File: config.mk
export PLATFORM = sky130hd
export DESIGN_NAME = ugb_ctrl
export DESIGN_NICKNAME = d
export VERILOG_FILES = /design/src/rtl/uniform_grid_broadphase_assert.svh /design/src/rtl/ugb_pkg.sv /design/src/rtl/ugb_ctrl.sv
export SDC_FILE = /design/constraint.sdc
export NUM_CORES = 1
export LEC_CHECK = 0
export BUFFER_PORTS_ARGS = -buffer_cell sky130_fd_sc_hd__buf_4
export CORE_AREA = 8 8 45 47
export CTS_CLUSTER_SIZE = 28
export DETAILED_ROUTE_END_ITERATION = 6
export DIE_AREA = 0 0 53 55
export SLEW_MARGIN = 20
export SYNTH_ARGS = -nofsm -noshare
export SYNTH_HDL_FRONTEND = slang
export SYNTH_SLANG_ARGS = --single-unit
export TNS_END_PERCENT = 50
File: constraint.sdc
create_clock -name i_clk -period 1.2 [get_ports i_clk]
set_input_delay 0.24 -clock i_clk [delete_from_list [all_inputs] [get_ports i_clk]]
set_output_delay 0.24 -clock i_clk [all_outputs]
set_load 0.01 [all_outputs]
File: src/rtl/uniform_grid_broadphase_assert.svh
// Assertion macros for the grid broadphase block.
`ifndef UNIFORM_GRID_BROADPHASE_ASSERT_SVH
`define UNIFORM_GRID_BROADPHASE_ASSERT_SVH
`ifndef SYNTHESIS
// Check that a condition implies a property from the next cycle on.
`define UGB_ASSERT_NEXT(label, clk, rst_n, cond, prop) \
    label: assert property (@(posedge clk) disable iff (!rst_n) (cond) |=> (prop)) \
        else $error("assertion failed");
// Check that a condition implies a property in the same cycle.
`define UGB_ASSERT_NOW(label, clk, rst_n, cond, prop) \
    label: assert property (@(posedge clk) disable iff (!rst_n) (cond) |-> (prop)) \
        else $error("assertion failed");
`else
`define UGB_ASSERT_NEXT(label, clk, rst_n, cond, prop)
`define UGB_ASSERT_NOW(label, clk, rst_n, cond, prop)
`endif
`endif

File: src/rtl/ugb_pkg.sv
package ugb_pkg;

    localparam int NUM_BODIES_DEF = 32;
    localparam int GRID_COLS_DEF  = 64;
    localparam int GRID_ROWS_DEF  = 64;
    localparam int MAX_RESULTS    = 32;
    localparam int CELL_SIZE_W    = 13;
    localparam int COORD_W        = 12;
    localparam int SUM_W          = 13;
    localparam int ID_W           = 5;
    localparam logic [CELL_SIZE_W-1:0] CELL_SIZE_RST = 13'd32;

    typedef enum logic [1:0] {
        ACT_CLEAR  = 2'd0,
        ACT_INSERT = 2'd1,
        ACT_QBODY  = 2'd2,
        ACT_QRECT  = 2'd3
    } t_action;

    typedef enum logic [3:0] {
        ST_IDLE,
        ST_SWEEP,
        ST_DIV,
        ST_WALK,
        ST_WDRAIN,
        ST_EMIT,
        ST_ACK
    } t_state;

    // Controller commands to the datapath.
    typedef struct packed {
        logic load;
        logic clr_step;
        logic div_start;
        logic walk_start;
        logic walk_step;
        logic emit_start;
        logic emit_step;
        logic out_load;
        logic out_ack;
    } t_cmd;

    // Datapath status back to the controller.
    typedef struct packed {
        logic clr_done;
        logic div_done;
        logic walk_done;
        logic emit_done;
    } t_stat;

endpackage

File: src/rtl/ugb_ctrl.sv
module ugb_ctrl (
    input  logic            i_clk,
    input  logic            i_rst_n,
    input  logic            i_valid,
    output logic            o_stall,
    output logic            o_valid,
    input  logic            i_stall,
    input  logic [1:0]      i_cur_action,
    input  logic            i_cur_hit,
    input  ugb_pkg::t_stat  i_stat,
    output ugb_pkg::t_cmd   o_cmd,
    output logic            o_busy
);
    ugb_pkg::t_state r_state, n_state;
    logic r_ovalid;
    logic r_boot;
    logic w_free;
    logic w_in_acc;

    // Output slot is free when empty or taken this cycle
    assign w_free   = !r_ovalid || !i_stall;
    assign w_in_acc = i_valid && !o_stall;

    always_comb begin
        n_state = r_state;
        unique case (r_state)
            ugb_pkg::ST_IDLE:
                if (w_in_acc)
                    n_state = ugb_pkg::ST_DIV;
            // The clearing pass after reset acknowledges nothing
            ugb_pkg::ST_SWEEP:
                if (i_stat.clr_done)
                    n_state = r_boot ? ugb_pkg::ST_IDLE : ugb_pkg::ST_ACK;
            ugb_pkg::ST_DIV:
                if (i_stat.div_done)
                    n_state = (i_cur_action == ugb_pkg::ACT_CLEAR) ?
                              ugb_pkg::ST_SWEEP : ugb_pkg::ST_WALK;
            ugb_pkg::ST_WALK:
                if (i_stat.walk_done)
                    n_state = ugb_pkg::ST_WDRAIN;
            ugb_pkg::ST_WDRAIN:
                n_state = (i_cur_action == ugb_pkg::ACT_INSERT) ?
                          ugb_pkg::ST_ACK : ugb_pkg::ST_EMIT;
            ugb_pkg::ST_EMIT:
                if (i_stat.emit_done && w_free)
                    n_state = ugb_pkg::ST_IDLE;
            ugb_pkg::ST_ACK:
                if (w_free)
                    n_state = ugb_pkg::ST_IDLE;
            default:
                n_state = ugb_pkg::ST_IDLE;
        endcase
    end

    always_comb begin
        o_cmd = '0;
        unique case (r_state)
            ugb_pkg::ST_IDLE: begin
                o_cmd.load      = w_in_acc;
                o_cmd.div_start = w_in_acc;
            end
            ugb_pkg::ST_SWEEP:
                o_cmd.clr_step = 1'b1;
            ugb_pkg::ST_DIV:
                o_cmd.walk_start = i_stat.div_done;
            ugb_pkg::ST_WALK:
                o_cmd.walk_step = !i_stat.walk_done;
            ugb_pkg::ST_WDRAIN:
                o_cmd.emit_start = 1'b1;
            ugb_pkg::ST_EMIT: begin
                o_cmd.emit_step = w_free;
                o_cmd.out_load  = w_free && i_cur_hit;
                o_cmd.out_ack   = w_free && i_stat.emit_done && !i_cur_hit;
            end
            ugb_pkg::ST_ACK:
                o_cmd.out_ack = w_free;
            default: ;
        endcase
    end

    always_ff @(posedge i_clk) begin
        if (!i_rst_n) begin
            r_state  <= ugb_pkg::ST_SWEEP;
            r_ovalid <= 1'b0;
        end else begin
            r_state <= n_state;
            if (o_cmd.out_load || o_cmd.out_ack)
                r_ovalid <= 1'b1;
            else if (!i_stall)
                r_ovalid <= 1'b0;
        end
    end

    // Track the clearing pass after reset
    always_ff @(posedge i_clk) begin
        if (!i_rst_n)
            r_boot <= 1'b1;
        else if (r_state == ugb_pkg::ST_SWEEP && i_stat.clr_done)
            r_boot <= 1'b0;
    end

    assign o_stall = (r_state != ugb_pkg::ST_IDLE);
    assign o_valid = r_ovalid;
    assign o_busy  = r_boot;
endmodule

-- Yosys cells after proc, flatten, opt, wreduce, memory -nomap -nowiden
Cells that the tools add are included.
- flip-flop bits (word level): 6
- latch bits: 0
- RAM bits: 0
- bits in read-only memories: 0
- input bits: 11
- output and inout bits: 12
- logic and storage cells: 52
- memories kept: 0
- $add $sub $neg: 0
- multiply operators: 0
- divide/modulo/power cells: 0
- $lt $le $gt $ge: 0
- equal/unequal tests: 14
- shifts and indexed selects: 0
- mux-type cells: 19
- bitwise operators: 0
- reduce and logical (&&, ||, !) cells: 16
- operators with widths (kind ; count):
    $pmux 4 s7 ; 1
    $mux 4 ; 6
    $eq 4x3->1 const B ; 3
    $ne 2x2->1 const B ; 6
    $eq 4x2->1 const B ; 2
    $mux 1 ; 7
    $mux 2 ; 3
    $reduce_and 6->1 ; 1
    $logic_and 1x1->1 ; 5
    $logic_not 1->1 ; 5
    $eq 4x1->1 const B ; 1
    $logic_not 4->1 ; 1
    $reduce_bool 4->1 ; 1
    $mux 3 ; 1
    $eq 2x1->1 const B ; 1
    $logic_not 2->1 ; 1
    $logic_or 1x1->1 ; 2
    $ne 2x1->1 const B ; 1
    $pmux 1 s2 ; 1

-- Depth between registers and ports, before layout
- word-level depth: 7
- gate-level depth with buffers: 5

-- Worst setup path before layout
No wires, ideal clock.
- path type: register to output
- start point: reg r_state[2]
- end point: out o_cmd[8] (netlist name)
- data arrival time: 1.339 ns
- data required time: 0.960 ns
- slack: -0.379 ns
- cell stages (with the launch flop): 5
- path buffers: 2
- path through: dfxtp_1 clkbuf_1 or3_1 nor2_1 buf_4
- RTL lines (what ; line ; RTL):
    from (decl) ; ugb_ctrl.sv:14 ; ugb_pkg::t_state r_state, n_state;
    from (signal assigned) ; ugb_ctrl.sv:83 ; r_state <= ugb_pkg::ST_SWEEP;
    from (signal assigned) ; ugb_ctrl.sv:86 ; r_state <= n_state;
    to (decl) ; ugb_ctrl.sv:11 ; output ugb_pkg::t_cmd o_cmd,

==> out/metrics.cfg <==
[critical_path]
cp_max_fo = 2
crit_buf_inv = 1
path_depth = 4
slowest_stage = or3b_4
reg2reg_slack_ns = -0.29
r2r_end = r_state[0]
critPathMaxStageDelay_ns = 0.37
cp.required_ns = 0.96
start_kind = flip-flop
crit_start = r_state[1]
cp_top_family = simple AND/OR/NAND/NOR gates
crit_end = o_cmd[0]
crit_path_end_kind = primary output
crit_arrival_ns = 1.34
worst-setup-path-type = flip-flop to primary output
timing.rr.start = r_state[1]
r2r_cells = 7
cp_cell_sequence = nand2b_4 > or3b_4 > a21boi_2 > buf_4

[global_route]
antenna_found_initial = 0
grt_max_degree = 12
grt_use_total_pct = 11.0
grt_overflow = 0
grt_first_pass_wirelength_um = 2400
grt_pass1_vias = 573

[power]
seqPwrFrac_pct = 17.8
sw_frac_of_total_pct = 36.7
finalPower_mw = 1.78
irDropWorstVdd_v = 0.00114
p_clk_share_pct = 10.6
p_switching_uw = 652
p_leak_nw = 0.399
power_density_nw_per_um2 = 1990
pwr-share-comb_pct = 71.6
internal_power_mw = 1.13

[synthesis]
async_flop_share_pct = 0
synth-xor-area-share_pct = 0
synth_cell_types = 29
syn_avg_cell_area_um2 = 7.62
yosys.area.top_type = dfxtp_1
synth-seq-area-share_pct = 23.5
yosys.area_share.adder_pct = 0
yosys_warnings = 0
synthTopCellsByArea = dfxtp_1, nand2b_1, a21boi_0
synth-main-ff-cell = dfxtp_1
synth_nets = 67
synth-simple-area-share_pct = 37.8
synth_compound_area_share_pct = 27.3
synth_edf_count = 0
synthTopCellsByCount = dfxtp_1, nand2b_1, nor2_1, nand2_1
synth_cells = 56
mappedNetlistArea_um2 = 427
synthMuxAreaShare_pct = 4.69
synth_top_family_by_area = simple AND/OR/NAND/NOR gates
yosys.area.top_type_share_pct = 23.5
ys_ff_latch = 5

[clock_network]
cts_tree = done
cts-root-buf = clkbuf_4
cts_made_buffers = 3
cts_max_level = 1
clock_sinks = 5
clk_pin_slew_ns = 0.04
cts_hold_buf = 0
clk_latency_ns = 0.24
clock_path_buffers = 2

[route]
drtIter0Drc = 3
drt-wirelength-per-cell_um = 13.6
ant_nets = 0
drcViolationCount = 0
route.vias.total = 540
firstDrtPassIters = 4
viasPerCell = 5.00
wirelength_um = 1470

[layout]
diodes = 0
n_fill_cell = 136
fin_area_um2 = 893
finalNetCount = 104
drive_gt1_share_pct = 64.1
multi_input_area_um2 = 399
syn2layout_area_growth_pct = 109
regArea_um2 = 111

[placed_design]
dpl.hpwl_um = 1080
numPortBuffers = 22
placed_area_um2 = 703
gp_congestion = 0.751

[timing]
finalSetupViolations = 13
maxSlewViolCount = 0
worst_slew_pin_slew_ns = 0.297
worst_slack_ns = -0.381
post-route-period-util_pct = 132
fin_worst_skew_ns = 0.00177
finalHoldViolCount = 0
finalCriticalPeriod_ns = 1.58
finalSetupTns_ns = -3.66
fmax_mhz = 632
rsz0062_at_grt = yes
relSlewSlack_pct = 80.2

[hold_path]
worst_hold_startpoint = i_rst_n
hp-class = input pin to flip-flop

[floorplanning]
core_area_um2 = 1380
start_util_pct = 30.8
io_pins = 23
row_count = 14
fp.dieArea_um2 = 2920
die_w_um = 53
fp.dieH_um = 55

[flow_run]
maxCapViolations = 0

[run_status]
status = complete, but fails checks
violations = setup timing

==> sequential cells by signal (all words and copies together), names as in the netlist <==
| register | cells |
|---|---|
| o_valid | 1 |
| o_busy | 1 |
| r_state | 3 |
==> power by group through the flow <==
stage | sequential [mW] | combinational (mW) | clock, mW
floorplan | 0.292 | 0.579 | 0
global placement | 0.301 | 0.906 | 0
detailed placement | 0.306 | 0.914 | 0
CTS | 0.299 | 1.13 | 0.199
global route | 0.327 | 1.37 | 0.213
finish | 0.316 | 1.27 | 0.189
==> cells in the final DEF (no fill, tap or decap), types with 3 or more instances in the layout <==
cell type  count
nand2b_1       3
buf_6          7
nor2_1         3
buf_4         26
clkbuf_4       3
nand2_1        4
dfxtp_4        3
==> logic make-up after synthesis <==
family	count (synthesis)
DFF	5
buffers and inverters	6
AOI/OAI and AO/OA	15
muxes	2
and+or+nand+nor	28
==> repair_timing <==
item | in CTS | in global routing
buffers inserted | 4 | 1
pin swaps | 8 | 3
gates resized for setup | 12 | 15
endpoints found under the setup margin | 13 | 15
==> through the flow <==
step / cells / setup WS, ns / hold WS [ns] / utilization [%]
after floorplan: 56 / -0.168 / 0.302 / -
after global placement: 99 / -0.124 / 0.455 / 50.8
after detailed placement: 99 / -0.159 / 0.454 / 50.8
after CTS: 107 / -0.413 / 0.201 / 59.0
after global routing: 108 / -0.439 / 0.204 / 64.6
final: 108 / -0.381 / 0.207 / 64.6
==> layer usage <==
layer	up-vias	wire length, um	track usage, %
met4	0	0	3.45
met5	-	0	0
met1	250	523	9.86
met2	19	800	20.7
li1	271	-	-
met3	0	146	5.88
==> how the worst min path moves through the flow <==
stage	endpoint	slack, ns	cells past startpoint
2_1_floorplan	o_busy	0.30	1
3_3_place_gp	o_busy	0.45	2
3_5_place_dp	o_busy	0.45	2
4_1_cts	o_busy	0.20	2
5_1_grt	o_busy	0.20	2
6_report	o_busy	0.21	2
==> area by class of cell <==
type                    instances  share of cell area, %
inverters                       2                  0.840
multi-input cells              45                   44.7
well taps                      16                   2.24
flip-flops and latches          5                   12.5
repair buffers                 36                   36.8
clock buffers                   4                   2.94
(Power assumes the default switching activity.)
